`src/rtl/lpr_pkg.sv`:
```
// ----------------------------------------------------------------------------
// LED priority ramp planner package
// Shared field widths, channel codes and the structs between the modules.
// ----------------------------------------------------------------------------
package lpr_pkg;

    // Field widths of the input and result items.
    localparam int COLOR_W   = 24;
    localparam int MS_W      = 16;
    localparam int SLOT_W    = 2;
    localparam int CH_W      = 2;
    localparam int LEVEL_W   = 8;
    localparam int IDX_W     = 6;
    localparam int DUTY_W    = 10;
    localparam int PLO_W     = 17;
    localparam int STEP_MS_W = 4;

    // Duty scale is 512, applied as a left shift of the level.
    localparam int DUTY_SHIFT = 9;

    // Shared divider sizes: dividend covers level * 512 and the on time,
    // divisor covers 255 * RAMP_STEPS at its largest.
    localparam int DIV_N_W   = LEVEL_W + DUTY_SHIFT;
    localparam int DIV_D_W   = 13;

    // Reciprocal scale: with a dividend below 2^17 and a divisor below 2^13,
    // a reciprocal rounded up at 2^30 gives the exact quotient.
    localparam int DIV_K     = 30;
    localparam int DIV_M_W   = 31;

    // Channel codes.
    localparam logic [CH_W-1:0] CH_BLUE  = 2'd0;
    localparam logic [CH_W-1:0] CH_GREEN = 2'd1;
    localparam logic [CH_W-1:0] CH_RED   = 2'd2;

    // One stored light request.
    typedef struct packed {
        logic [COLOR_W-1:0] color;
        logic               flash_timed;
        logic [MS_W-1:0]    on_ms;
        logic [MS_W-1:0]    off_ms;
    } t_request;

    // Divider command and response.
    typedef struct packed {
        logic               start;
        logic [DIV_N_W-1:0] dividend;
        logic [DIV_D_W-1:0] divisor;
        logic [DIV_M_W-1:0] recip;
    } t_div_req;

    typedef struct packed {
        logic               done;
        logic [DIV_N_W-1:0] quotient;
        logic [DIV_D_W-1:0] remainder;
    } t_div_rsp;

endpackage

```
`src/rtl/lpr_div.sv`:
```
// ----------------------------------------------------------------------------
// LPR shared divider
// Divides by a constant through reciprocal multiplication on one multiplier.
// ----------------------------------------------------------------------------
module lpr_div (
    input  logic              i_clk,
    input  logic              i_rst_n,
    input  lpr_pkg::t_div_req i_req,
    output lpr_pkg::t_div_rsp o_rsp
);

    localparam int PROD_W = lpr_pkg::DIV_N_W + lpr_pkg::DIV_M_W;

    typedef enum logic [1:0] {
        P_IDLE,
        P_QUO,
        P_BACK,
        P_SUB
    } t_phase;

    t_phase                        r_phase;
    logic                          r_done;
    logic [lpr_pkg::DIV_N_W-1:0]   r_num;
    logic [lpr_pkg::DIV_N_W-1:0]   r_quo;
    logic [lpr_pkg::DIV_N_W-1:0]   r_back;
    logic [lpr_pkg::DIV_D_W-1:0]   r_dvr;
    logic [lpr_pkg::DIV_D_W-1:0]   r_rem;
    logic [lpr_pkg::DIV_M_W-1:0]   r_rcp;

    logic [lpr_pkg::DIV_N_W-1:0]   w_mul_a;
    logic [lpr_pkg::DIV_M_W-1:0]   w_mul_b;
    logic [PROD_W-1:0]             w_prod;

    // Shared multiplier: dividend times reciprocal, then quotient times divisor.
    always_comb begin
        if (r_phase == P_QUO) begin
            w_mul_a = r_num;
            w_mul_b = r_rcp;
        end else begin
            w_mul_a = r_quo;
            w_mul_b = {{(lpr_pkg::DIV_M_W - lpr_pkg::DIV_D_W){1'b0}}, r_dvr};
        end
        w_prod = {{lpr_pkg::DIV_M_W{1'b0}}, w_mul_a}
                 * {{lpr_pkg::DIV_N_W{1'b0}}, w_mul_b};
    end

    // Sequencer and result registers.
    always_ff @(posedge i_clk) begin
        if (!i_rst_n) begin
            r_phase <= P_IDLE;
            r_done  <= 1'b0;
        end else begin
            r_done <= 1'b0;
            unique case (r_phase)
                P_IDLE: begin
                    if (i_req.start) begin
                        r_phase <= P_QUO;
                    end
                end
                P_QUO: begin
                    r_phase <= P_BACK;
                end
                P_BACK: begin
                    r_phase <= P_SUB;
                end
                P_SUB: begin
                    r_phase <= P_IDLE;
                    r_done  <= 1'b1;
                end
                default: begin
                    r_phase <= P_IDLE;
                end
            endcase
        end
        if (r_phase == P_IDLE && i_req.start) begin
            r_num <= i_req.dividend;
            r_dvr <= i_req.divisor;
            r_rcp <= i_req.recip;
        end
        if (r_phase == P_QUO) begin
            r_quo <= w_prod[lpr_pkg::DIV_K +: lpr_pkg::DIV_N_W];
        end
        if (r_phase == P_BACK) begin
            r_back <= w_prod[lpr_pkg::DIV_N_W-1:0];
        end
        if (r_phase == P_SUB) begin
            r_rem <= lpr_pkg::DIV_D_W'(r_num - r_back);
        end
    end

    assign o_rsp.done      = r_done;
    assign o_rsp.quotient  = r_quo;
    assign o_rsp.remainder = r_rem;

endmodule

```
`src/rtl/lpr_slots.sv`:
```
// ----------------------------------------------------------------------------
// LPR request slots
// Holds the stored light requests and picks the winning one.
// ----------------------------------------------------------------------------
module lpr_slots #(
    parameter int SLOT_COUNT = 3
) (
    input  logic                        i_clk,
    input  logic                        i_rst_n,
    input  logic                        i_we,
    input  logic [lpr_pkg::SLOT_W-1:0]  i_slot,
    input  lpr_pkg::t_request           i_req,
    output lpr_pkg::t_request           o_winner
);

    lpr_pkg::t_request r_req [SLOT_COUNT];

    // An item overwrites its slot; a slot beyond the count stores nothing.
    always_ff @(posedge i_clk) begin
        for (int i = 0; i < SLOT_COUNT; i++) begin
            if (!i_rst_n) begin
                r_req[i] <= '0;
            end else if (i_we && (int'(i_slot) == i)) begin
                r_req[i] <= i_req;
            end
        end
    end

    // Lowest slot with a lit color wins; slot 0 when all are dark.
    always_comb begin
        o_winner = r_req[0];
        for (int i = SLOT_COUNT - 1; i >= 0; i--) begin
            if (r_req[i].color != '0) begin
                o_winner = r_req[i];
            end
        end
    end

endmodule

```
`src/rtl/led_priority_ramp_planner.sv`:
```
// ----------------------------------------------------------------------------
// LED priority ramp planner
// Stores light requests, picks the winner and emits LED channel writes.
// ----------------------------------------------------------------------------
// Flow: a steady item goes from select straight to its writes; a ramp item
// runs a duty divide on the shared divider ahead of each channel, and a short
// on time adds a step-time divide first. Output stalls hold the writes, and a
// new item is taken only once the last write of the previous one is accepted.
// Reset: synchronous active-low reset clears all stored requests to off.
module led_priority_ramp_planner #(
    parameter int RAMP_STEPS  = 16,
    parameter int MAX_STEP_MS = 15,
    parameter int SLOT_COUNT  = 3
) (
    input  logic                              i_clk,
    input  logic                              i_rst_n,
    input  logic                              i_valid,
    output logic                              o_ready,
    input  logic [lpr_pkg::SLOT_W-1:0]        i_slot,
    input  logic [lpr_pkg::COLOR_W-1:0]       i_color,
    input  logic                              i_flash_timed,
    input  logic [lpr_pkg::MS_W-1:0]          i_on_ms,
    input  logic [lpr_pkg::MS_W-1:0]          i_off_ms,
    output logic                              o_valid,
    input  logic                              i_ready,
    output logic [lpr_pkg::CH_W-1:0]          o_channel,
    output logic                              o_ramp_mode,
    output logic [lpr_pkg::LEVEL_W-1:0]       o_level,
    output logic [lpr_pkg::IDX_W-1:0]         o_table_index,
    output logic [lpr_pkg::DUTY_W-1:0]        o_duty,
    output logic signed [lpr_pkg::PLO_W-1:0]  o_pause_low,
    output logic [lpr_pkg::MS_W-1:0]          o_pause_high,
    output logic [lpr_pkg::STEP_MS_W-1:0]     o_step_ms,
    output logic                              o_last
);

    localparam int DUTY_DIV  = 255 * RAMP_STEPS;
    localparam int PAUSE_SUB = RAMP_STEPS * MAX_STEP_MS;
    localparam int I_W       = $clog2(RAMP_STEPS + 1);

    // Reciprocals of the two constant divisors, rounded up.
    localparam longint RECIP_ONE = longint'(1) << lpr_pkg::DIV_K;
    localparam logic [lpr_pkg::DIV_M_W-1:0] DUTY_RECIP = lpr_pkg::DIV_M_W'(
        (RECIP_ONE + longint'(DUTY_DIV) - 1) / longint'(DUTY_DIV));
    localparam logic [lpr_pkg::DIV_M_W-1:0] STEP_RECIP = lpr_pkg::DIV_M_W'(
        (RECIP_ONE + longint'(RAMP_STEPS) - 1) / longint'(RAMP_STEPS));

    typedef enum logic [2:0] {
        S_IDLE,
        S_SEL,
        S_TDIV,
        S_CSTART,
        S_CDIV,
        S_EMIT,
        S_DRAIN
    } t_state;

    t_state r_state, n_state;

    lpr_pkg::t_request w_in_req;
    lpr_pkg::t_request w_winner;
    lpr_pkg::t_div_req w_div_req;
    lpr_pkg::t_div_rsp w_div_rsp;

    // Working registers.
    logic [lpr_pkg::COLOR_W-1:0]      r_color, n_color;
    logic                             r_timed, n_timed;
    logic [lpr_pkg::CH_W-1:0]         r_ch, n_ch;
    logic [I_W-1:0]                   r_i, n_i;
    logic [lpr_pkg::IDX_W-1:0]        r_idx, n_idx;
    logic [lpr_pkg::DUTY_W-1:0]       r_duty, n_duty;
    logic [lpr_pkg::DIV_D_W-1:0]      r_rem, n_rem;
    logic [lpr_pkg::DUTY_W-1:0]       r_q0, n_q0;
    logic [lpr_pkg::DIV_D_W-1:0]      r_r0, n_r0;
    logic signed [lpr_pkg::PLO_W-1:0] r_plo, n_plo;
    logic [lpr_pkg::MS_W-1:0]         r_phi, n_phi;
    logic [lpr_pkg::STEP_MS_W-1:0]    r_step, n_step;

    // Output register.
    logic                             r_ov, n_ov;
    logic [lpr_pkg::CH_W-1:0]         r_o_ch, n_o_ch;
    logic                             r_o_ramp, n_o_ramp;
    logic [lpr_pkg::LEVEL_W-1:0]      r_o_level, n_o_level;
    logic [lpr_pkg::IDX_W-1:0]        r_o_idx, n_o_idx;
    logic [lpr_pkg::DUTY_W-1:0]       r_o_duty, n_o_duty;
    logic signed [lpr_pkg::PLO_W-1:0] r_o_plo, n_o_plo;
    logic [lpr_pkg::MS_W-1:0]         r_o_phi, n_o_phi;
    logic [lpr_pkg::STEP_MS_W-1:0]    r_o_step, n_o_step;
    logic                             r_o_last, n_o_last;

    logic                             w_accept;
    logic                             w_win_timed;
    logic                             w_short_on;
    logic [lpr_pkg::LEVEL_W-1:0]      w_level;
    logic                             w_free;
    logic                             w_ch_end;
    logic                             w_item_end;
    logic [lpr_pkg::DIV_D_W:0]        w_rsum;
    logic                             w_carry;

    assign w_accept = i_valid && o_ready;
    assign o_ready  = (r_state == S_IDLE);

    assign w_in_req.color       = i_color;
    assign w_in_req.flash_timed = i_flash_timed;
    assign w_in_req.on_ms       = i_on_ms;
    assign w_in_req.off_ms      = i_off_ms;

    lpr_slots #(
        .SLOT_COUNT (SLOT_COUNT)
    ) u_slots (
        .i_clk    (i_clk),
        .i_rst_n  (i_rst_n),
        .i_we     (w_accept),
        .i_slot   (i_slot),
        .i_req    (w_in_req),
        .o_winner (w_winner)
    );

    lpr_div u_div (
        .i_clk   (i_clk),
        .i_rst_n (i_rst_n),
        .i_req   (w_div_req),
        .o_rsp   (w_div_rsp)
    );

    // Winner classification for the ramp path.
    assign w_win_timed = w_winner.flash_timed && (w_winner.on_ms != '0)
                         && (w_winner.off_ms != '0);
    assign w_short_on  = ({1'b0, w_winner.on_ms} < (lpr_pkg::MS_W + 1)'(PAUSE_SUB));

    // Level of the current channel; green and blue are halved.
    always_comb begin
        unique case (r_ch)
            lpr_pkg::CH_BLUE:  w_level = {1'b0, r_color[7:1]};
            lpr_pkg::CH_GREEN: w_level = {1'b0, r_color[15:9]};
            default:           w_level = r_color[23:16];
        endcase
    end

    // Divider command: step time in the select state, duty base per channel.
    always_comb begin
        w_div_req.start    = 1'b0;
        w_div_req.dividend = {w_level, {lpr_pkg::DUTY_SHIFT{1'b0}}};
        w_div_req.divisor  = lpr_pkg::DIV_D_W'(DUTY_DIV);
        w_div_req.recip    = DUTY_RECIP;
        if (r_state == S_SEL) begin
            w_div_req.start    = w_win_timed && w_short_on;
            w_div_req.dividend = lpr_pkg::DIV_N_W'(w_winner.on_ms);
            w_div_req.divisor  = lpr_pkg::DIV_D_W'(RAMP_STEPS);
            w_div_req.recip    = STEP_RECIP;
        end else if (r_state == S_CSTART) begin
            w_div_req.start = 1'b1;
        end
    end

    // Incremental duty: add the remainder, carry one when it wraps.
    assign w_rsum  = {1'b0, r_rem} + {1'b0, r_r0};
    assign w_carry = (w_rsum >= (lpr_pkg::DIV_D_W + 1)'(DUTY_DIV));

    assign w_free     = !r_ov || i_ready;
    assign w_ch_end   = !r_timed || (r_i == I_W'(RAMP_STEPS));
    assign w_item_end = w_ch_end && (r_ch == lpr_pkg::CH_RED);

    // Sequencer next state.
    always_comb begin
        n_state   = r_state;
        n_color   = r_color;
        n_timed   = r_timed;
        n_ch      = r_ch;
        n_i       = r_i;
        n_idx     = r_idx;
        n_duty    = r_duty;
        n_rem     = r_rem;
        n_q0      = r_q0;
        n_r0      = r_r0;
        n_plo     = r_plo;
        n_phi     = r_phi;
        n_step    = r_step;
        n_ov      = r_ov && !i_ready;
        n_o_ch    = r_o_ch;
        n_o_ramp  = r_o_ramp;
        n_o_level = r_o_level;
        n_o_idx   = r_o_idx;
        n_o_duty  = r_o_duty;
        n_o_plo   = r_o_plo;
        n_o_phi   = r_o_phi;
        n_o_step  = r_o_step;
        n_o_last  = r_o_last;

        unique case (r_state)
            S_IDLE: begin
                if (w_accept) begin
                    n_state = S_SEL;
                end
            end

            S_SEL: begin
                n_color = w_winner.color;
                n_timed = w_win_timed;
                n_ch    = lpr_pkg::CH_BLUE;
                n_idx   = '0;
                n_plo   = '0;
                n_phi   = '0;
                n_step  = '0;
                if (!w_win_timed) begin
                    n_state = S_EMIT;
                end else if (w_short_on) begin
                    n_plo   = lpr_pkg::PLO_W'(w_winner.off_ms);
                    n_state = S_TDIV;
                end else begin
                    n_step  = lpr_pkg::STEP_MS_W'(MAX_STEP_MS);
                    n_phi   = w_winner.on_ms - lpr_pkg::MS_W'(PAUSE_SUB);
                    n_plo   = lpr_pkg::PLO_W'(w_winner.off_ms)
                              - lpr_pkg::PLO_W'(PAUSE_SUB);
                    n_state = S_CSTART;
                end
            end

            S_TDIV: begin
                if (w_div_rsp.done) begin
                    n_step  = w_div_rsp.quotient[lpr_pkg::STEP_MS_W-1:0];
                    n_state = S_CSTART;
                end
            end

            S_CSTART: begin
                n_state = S_CDIV;
            end

            S_CDIV: begin
                if (w_div_rsp.done) begin
                    n_q0    = w_div_rsp.quotient[lpr_pkg::DUTY_W-1:0];
                    n_r0    = w_div_rsp.remainder;
                    n_duty  = '0;
                    n_rem   = '0;
                    n_i     = '0;
                    n_state = S_EMIT;
                end
            end

            S_EMIT: begin
                if (w_free) begin
                    n_ov      = 1'b1;
                    n_o_ch    = r_ch;
                    n_o_ramp  = r_timed;
                    n_o_level = w_level;
                    n_o_idx   = r_timed ? r_idx : '0;
                    n_o_duty  = r_timed ? r_duty : '0;
                    n_o_plo   = r_plo;
                    n_o_phi   = r_phi;
                    n_o_step  = r_step;
                    n_o_last  = w_item_end;
                    if (r_timed) begin
                        n_i   = r_i + 1'b1;
                        n_idx = r_idx + 1'b1;
                        if (w_carry) begin
                            n_rem  = lpr_pkg::DIV_D_W'(w_rsum
                                     - (lpr_pkg::DIV_D_W + 1)'(DUTY_DIV));
                            n_duty = r_duty + r_q0 + 1'b1;
                        end else begin
                            n_rem  = w_rsum[lpr_pkg::DIV_D_W-1:0];
                            n_duty = r_duty + r_q0;
                        end
                    end
                    if (w_item_end) begin
                        n_state = S_DRAIN;
                    end else if (w_ch_end) begin
                        n_ch    = r_ch + 1'b1;
                        n_state = r_timed ? S_CSTART : S_EMIT;
                    end
                end
            end

            S_DRAIN: begin
                if (w_free) begin
                    n_state = S_IDLE;
                end
            end

            default: begin
                n_state = S_IDLE;
            end
        endcase
    end

    // State, control and payload registers.
    always_ff @(posedge i_clk) begin
        if (!i_rst_n) begin
            r_state <= S_IDLE;
            r_ov    <= 1'b0;
        end else begin
            r_state <= n_state;
            r_ov    <= n_ov;
        end
        r_color   <= n_color;
        r_timed   <= n_timed;
        r_ch      <= n_ch;
        r_i       <= n_i;
        r_idx     <= n_idx;
        r_duty    <= n_duty;
        r_rem     <= n_rem;
        r_q0      <= n_q0;
        r_r0      <= n_r0;
        r_plo     <= n_plo;
        r_phi     <= n_phi;
        r_step    <= n_step;
        r_o_ch    <= n_o_ch;
        r_o_ramp  <= n_o_ramp;
        r_o_level <= n_o_level;
        r_o_idx   <= n_o_idx;
        r_o_duty  <= n_o_duty;
        r_o_plo   <= n_o_plo;
        r_o_phi   <= n_o_phi;
        r_o_step  <= n_o_step;
        r_o_last  <= n_o_last;
    end

    assign o_valid       = r_ov;
    assign o_channel     = r_o_ch;
    assign o_ramp_mode   = r_o_ramp;
    assign o_level       = r_o_level;
    assign o_table_index = r_o_idx;
    assign o_duty        = r_o_duty;
    assign o_pause_low   = r_o_plo;
    assign o_pause_high  = r_o_phi;
    assign o_step_ms     = r_o_step;
    assign o_last        = r_o_last;

endmodule

```
`config.mk`:
```
export PLATFORM = sky130hd
export DESIGN_NAME = led_priority_ramp_planner
export DESIGN_NICKNAME = d
export VERILOG_FILES = /design/src/rtl/lpr_pkg.sv /design/src/rtl/lpr_div.sv /design/src/rtl/lpr_slots.sv /design/src/rtl/led_priority_ramp_planner.sv
export SDC_FILE = /design/constraint.sdc
export NUM_CORES = 1
export LEC_CHECK = 0
export BUFFER_PORTS_ARGS = -buffer_cell sky130_fd_sc_hd__clkbuf_2
export CAP_MARGIN = 25
export CELL_PAD_IN_SITES_DETAIL_PLACEMENT = 0
export CELL_PAD_IN_SITES_GLOBAL_PLACEMENT = 1
export CORE_ASPECT_RATIO = 0.6
export CORE_UTILIZATION = 28
export DETAILED_ROUTE_END_ITERATION = 10
export PLACE_DENSITY = 0.6
export SYNTH_ARGS = -nofsm -noshare
export SYNTH_HDL_FRONTEND = slang
export SYNTH_SLANG_ARGS = --single-unit
```
`constraint.sdc`:
```
create_clock -name i_clk -period 8.1 [get_ports i_clk]
set_clock_uncertainty 0.2 [all_clocks]
set_input_delay 1.62 -clock i_clk [delete_from_list [all_inputs] [get_ports i_clk]]
set_output_delay 1.62 -clock i_clk [all_outputs]
set_load 0.005 [all_outputs]
```
==> summary.txt <==
Worst setup path
  • Setup Crit Path Kind: flop to flop
  • Max incr delay on CP: 580 ps
  • Crit Path Max Fanout: 12
  • Worst Setup End Kind: flop
  • CP bufs+invs: 7
  • Critical Path RT: 8200 ps
  • Worst Setup SP: u_div.r_phase[1]$_SDFFE_PN0P_
  • FF-to-FF Start: u_div.r_phase[1]$_SDFFE_PN0P_
  • CP arrival: 7760 ps
  • CP most frequent cell: fa_1
  • CP top delay family: adder cells
  • Worst-path cell with the longest stage delay: fa_1
  • Critical path startpoint category: flop

Power and ir drop
  • Total Power: 11.0 mW
  • Sequential power share: 25.6%
  • Clock power frac: 17.4%
  • Worst VDD drop: 0.000554 V
  • Leakage: 11.9 nW
  • Part of the power in combinational logic: 57.0%
  • Psw: 4.85 mW
  • Switching Fraction: 44.1%
  • PD cells: 384 nW/µm²
  • Internal power: 6.16 mW

Timing
  • Highest Clock Rate: 131 MHz
  • Final hold vios: 0
  • Max-slew violation count: 0
  • Fin crit period: 7660 ps
  • Fin Hold WS: 218 ps
  • Worst Tran Pin Value: 1030 ps
  • Slew HR: 30.7%
  • Crit share post-route: 94.6%
  • Finish-stage setup viols: 0
  • Setup_tns: 0 ps
  • Setup WS post-layout: 441 ps
  • Unrepaired setup endpoints after global routing: false

Route
  • Vias: 16.3k
  • Router iterations before antenna repair: 5
  • Antenna viol nets, final: 0
  • Initial DRC count: 1420
  • Vias per inst: 4.70
  • WL per Instance: 20.0 µm
  • Routed WL: 69300 µm
  • DRC Markers: 0

Synthesis
  • Cell variety after synth: 75
  • Warning count from the yosys run: 0
  • Most frequent cell after synthesis: edfxtp_1
  • Post-synth top flop: edfxtp_1
  • Yosys reg bits: 421
  • Synth cell count leaders: edfxtp_1, inv_1, ha_1
  • Yosys top cell by area: edfxtp_1
  • Number of synthesized flops with an enable pin: 414
  • Asr flop ratio synth: 0%
  • Avg Cell Area, Syn: 11.8 µm²
  • Cell count after synthesis: 2122
  • Fraction of synthesized cell area taken by the top area cell type: 49.4%
  • Part of the Yosys area used for sequential elements: 50.0%
  • Area contributors post-synth: edfxtp_1, ha_1, fa_1, and2_1, inv_1
  • Syn Std Cell Area: 25100 µm²

Clocking
  • TritonCTS clock tree: yes
  • Root Buffer: clkbuf_16
  • CTS max path bufs: 3
  • Sink Count: 421
  • Clk pin slew, worst setup/hold paths: 60 ps
  • H-tree depth: 2
  • Clock Latency Late Sink: 570 ps
  • Total CTS buffers: 42

Cells and area
  • Filler Cell Count: 8852
  • Synth-to-Final Area Change: 14.1%
  • Post-Layout Cell Count: 3472
  • Post-route design area: 28700 µm²
  • Layout Nets: 2661
  • Share of layout cells above drive strength 1: 12.1%
  • Post-Route Utilization: 32.5%

Floorplanning
  • Die Y: 234 µm
  • I/O pin cnt: 130
  • Number of placement rows: 84
  • Core ar.: 88300 µm²
  • Initial Util: 28.5%
  • Die width: 389 µm
  • Die area: 91000 µm²

Placed design
  • Area after DPL: 27300 µm²
  • Routability Congestion: 0.891
  • Placed insts: 3395
  • Post-placement setup slack: 94.0 ps
  • Post-DP HPWL: 53200 µm
  • PortBufs: 129

GRT
  • Gr ovfl total: 0
  • Number of global-route vias before repair: 16.4k
  • Largest net degree at the start of global routing: 68
  • First-pass GRT wire length: 104000 µm
  • Initial antenna violation count: 5
  • Tot GR Track Use: 15.4%

Worst hold path
  • HP Class: flop to flop
  • HP Start: r_plo[5]$_SDFFCE_PN0P_

Flow run
  • Max-Cap Viols: 0

Run status
  • Status: finished, final reports clean
==> routing by layer <==
metal	routed length, µm	vias up	share of wire [%]	GRT usage [%]
met5	39	-	0.056	0
met3	5490	79	7.9	4.36
met2	26300	430	38	20.6
met1	36300	8020	52	24.0
met4	1180	4	1.7	2.97
li1	-	7773	-	-
==> final cells by class <==
cell class | instances | area, µm² | area share, %
clock buffer | 54 | 1100 | 3.82
clock inverter | 20 | 193 | 0.672
antenna | 2 | 5.00 | 0.0174
multi-input combinational | 1417 | 11600 | 40.3
tap | 1161 | 1450 | 5.06
inverter | 229 | 861 | 3.00
sequential | 421 | 12600 | 43.8
timing repair buffer | 168 | 946 | 3.30
==> registers in the layout, indices dropped and copies added (netlist names), 3 cells and up <==
name and cells:
o_duty 10, o_level 8, o_pause_high 16, o_pause_low 17, o_step_ms 4, o_table_index 6, r_color 22, r_duty 10
r_i 5, r_idx 6, r_phi 16, r_plo 17, r_q0 10, r_r0 13, r_rem 13, r_state 3
r_step 4, u_div.r_back 13, u_div.r_num 17, u_div.r_quo 14, u_div.r_rem 13, u_slots.r_req 171
==> cell usage in the layout, fill, tap and decap left out, drive strengths merged, types with 12 or more instances in the layout <==
| master | n |
|---|---|
| edfxtp | 414 |
| inv | 230 |
| ha | 206 |
| and2 | 201 |
| clkbuf | 183 |
| nor2 | 135 |
| nand2 | 117 |
| fa | 113 |
| a21oi | 100 |
| o21ai | 51 |
| xnor2 | 40 |
| buf | 39 |
| nor2b | 37 |
| o22ai | 33 |
| xor2 | 30 |
| nor3 | 30 |
| o21bai | 27 |
| nand3 | 27 |
| o22a | 25 |
| a21o | 25 |
| nor4 | 24 |
| o21a | 16 |
| conb | 15 |
| nand4 | 15 |
| and3 | 14 |
| nand2b | 14 |
| clkinv | 14 |
| or3 | 13 |
| a21boi | 13 |
| or2 | 12 |
| mux2i | 12 |
==> logic make-up (layout without fill, tap and decap cells) <==
family | Yosys count | count (layout) | share of synthesized area [%]
AND/OR/NAND/NOR | 655 | 655 | 13.9
flip-flops | 421 | 421 | 50.0
AO/OA/AOI/OAI | 346 | 346 | 9.35
adder cells (fa/ha/maj) | 319 | 319 | 19.2
buffers and inverters | 297 | 471 | 4.61
XOR/XNOR | 70 | 70 | 2.44
multiplexers | 12 | 12 | 0.478
other | 2 | 17 | 0.0299
==> worst paths after layout <==
path                            slack [ps]  depth (start not counted)                  endpoint
worst min register to register         220                          0  o_pause_low[5]$_DFFE_PP_
worst max register to register         440                         27  u_div.r_quo[9]$_DFFE_PN_
worst max-delay path                   440                         27  u_div.r_quo[9]$_DFFE_PN_
worst min-delay path                   220                          0  o_pause_low[5]$_DFFE_PP_
==> worst reg2reg max path: stages, from the launching register on <==
cell and delay (ps):
dfxtp_1 400, inv_1 110, ha_2 270, buf_4 200, nor2b_1 190, and2_1 230
inv_1 130, fa_1 560, inv_1 60, fa_1 480, fa_1 430, fa_1 520
fa_1 580, inv_1 60, fa_1 540, inv_1 50, ha_1 320, a21o_1 180
a21o_1 180, a21oi_1 130, o21ai_0 100, a311oi_1 310, buf_4 190, a2bb2oi_1 200
o311ai_1 160, a31oi_1 280, o21bai_1 150, xor2_1 170
==> what timing repair did <==
item,in CTS,in global routing
endpoints found under the setup margin,0,8
gates resized for setup,0,9
setup buffers,0,0
hold buffers,0,0
==> power by group through the flow <==
| stage | logic (mW) | registers [mW] | clock network [mW] |
|---|---|---|---|
| floorplan | 4.21 | 2.79 | 0 |
| global placement | 6.00 | 2.86 | 0 |
| finish | 6.27 | 2.82 | 1.91 |
| global route | 7.22 | 2.83 | 2.04 |
| detailed placement | 6.07 | 2.86 | 0 |
| CTS | 6.18 | 2.81 | 1.97 |
Power figures use the tool's default switching activity.
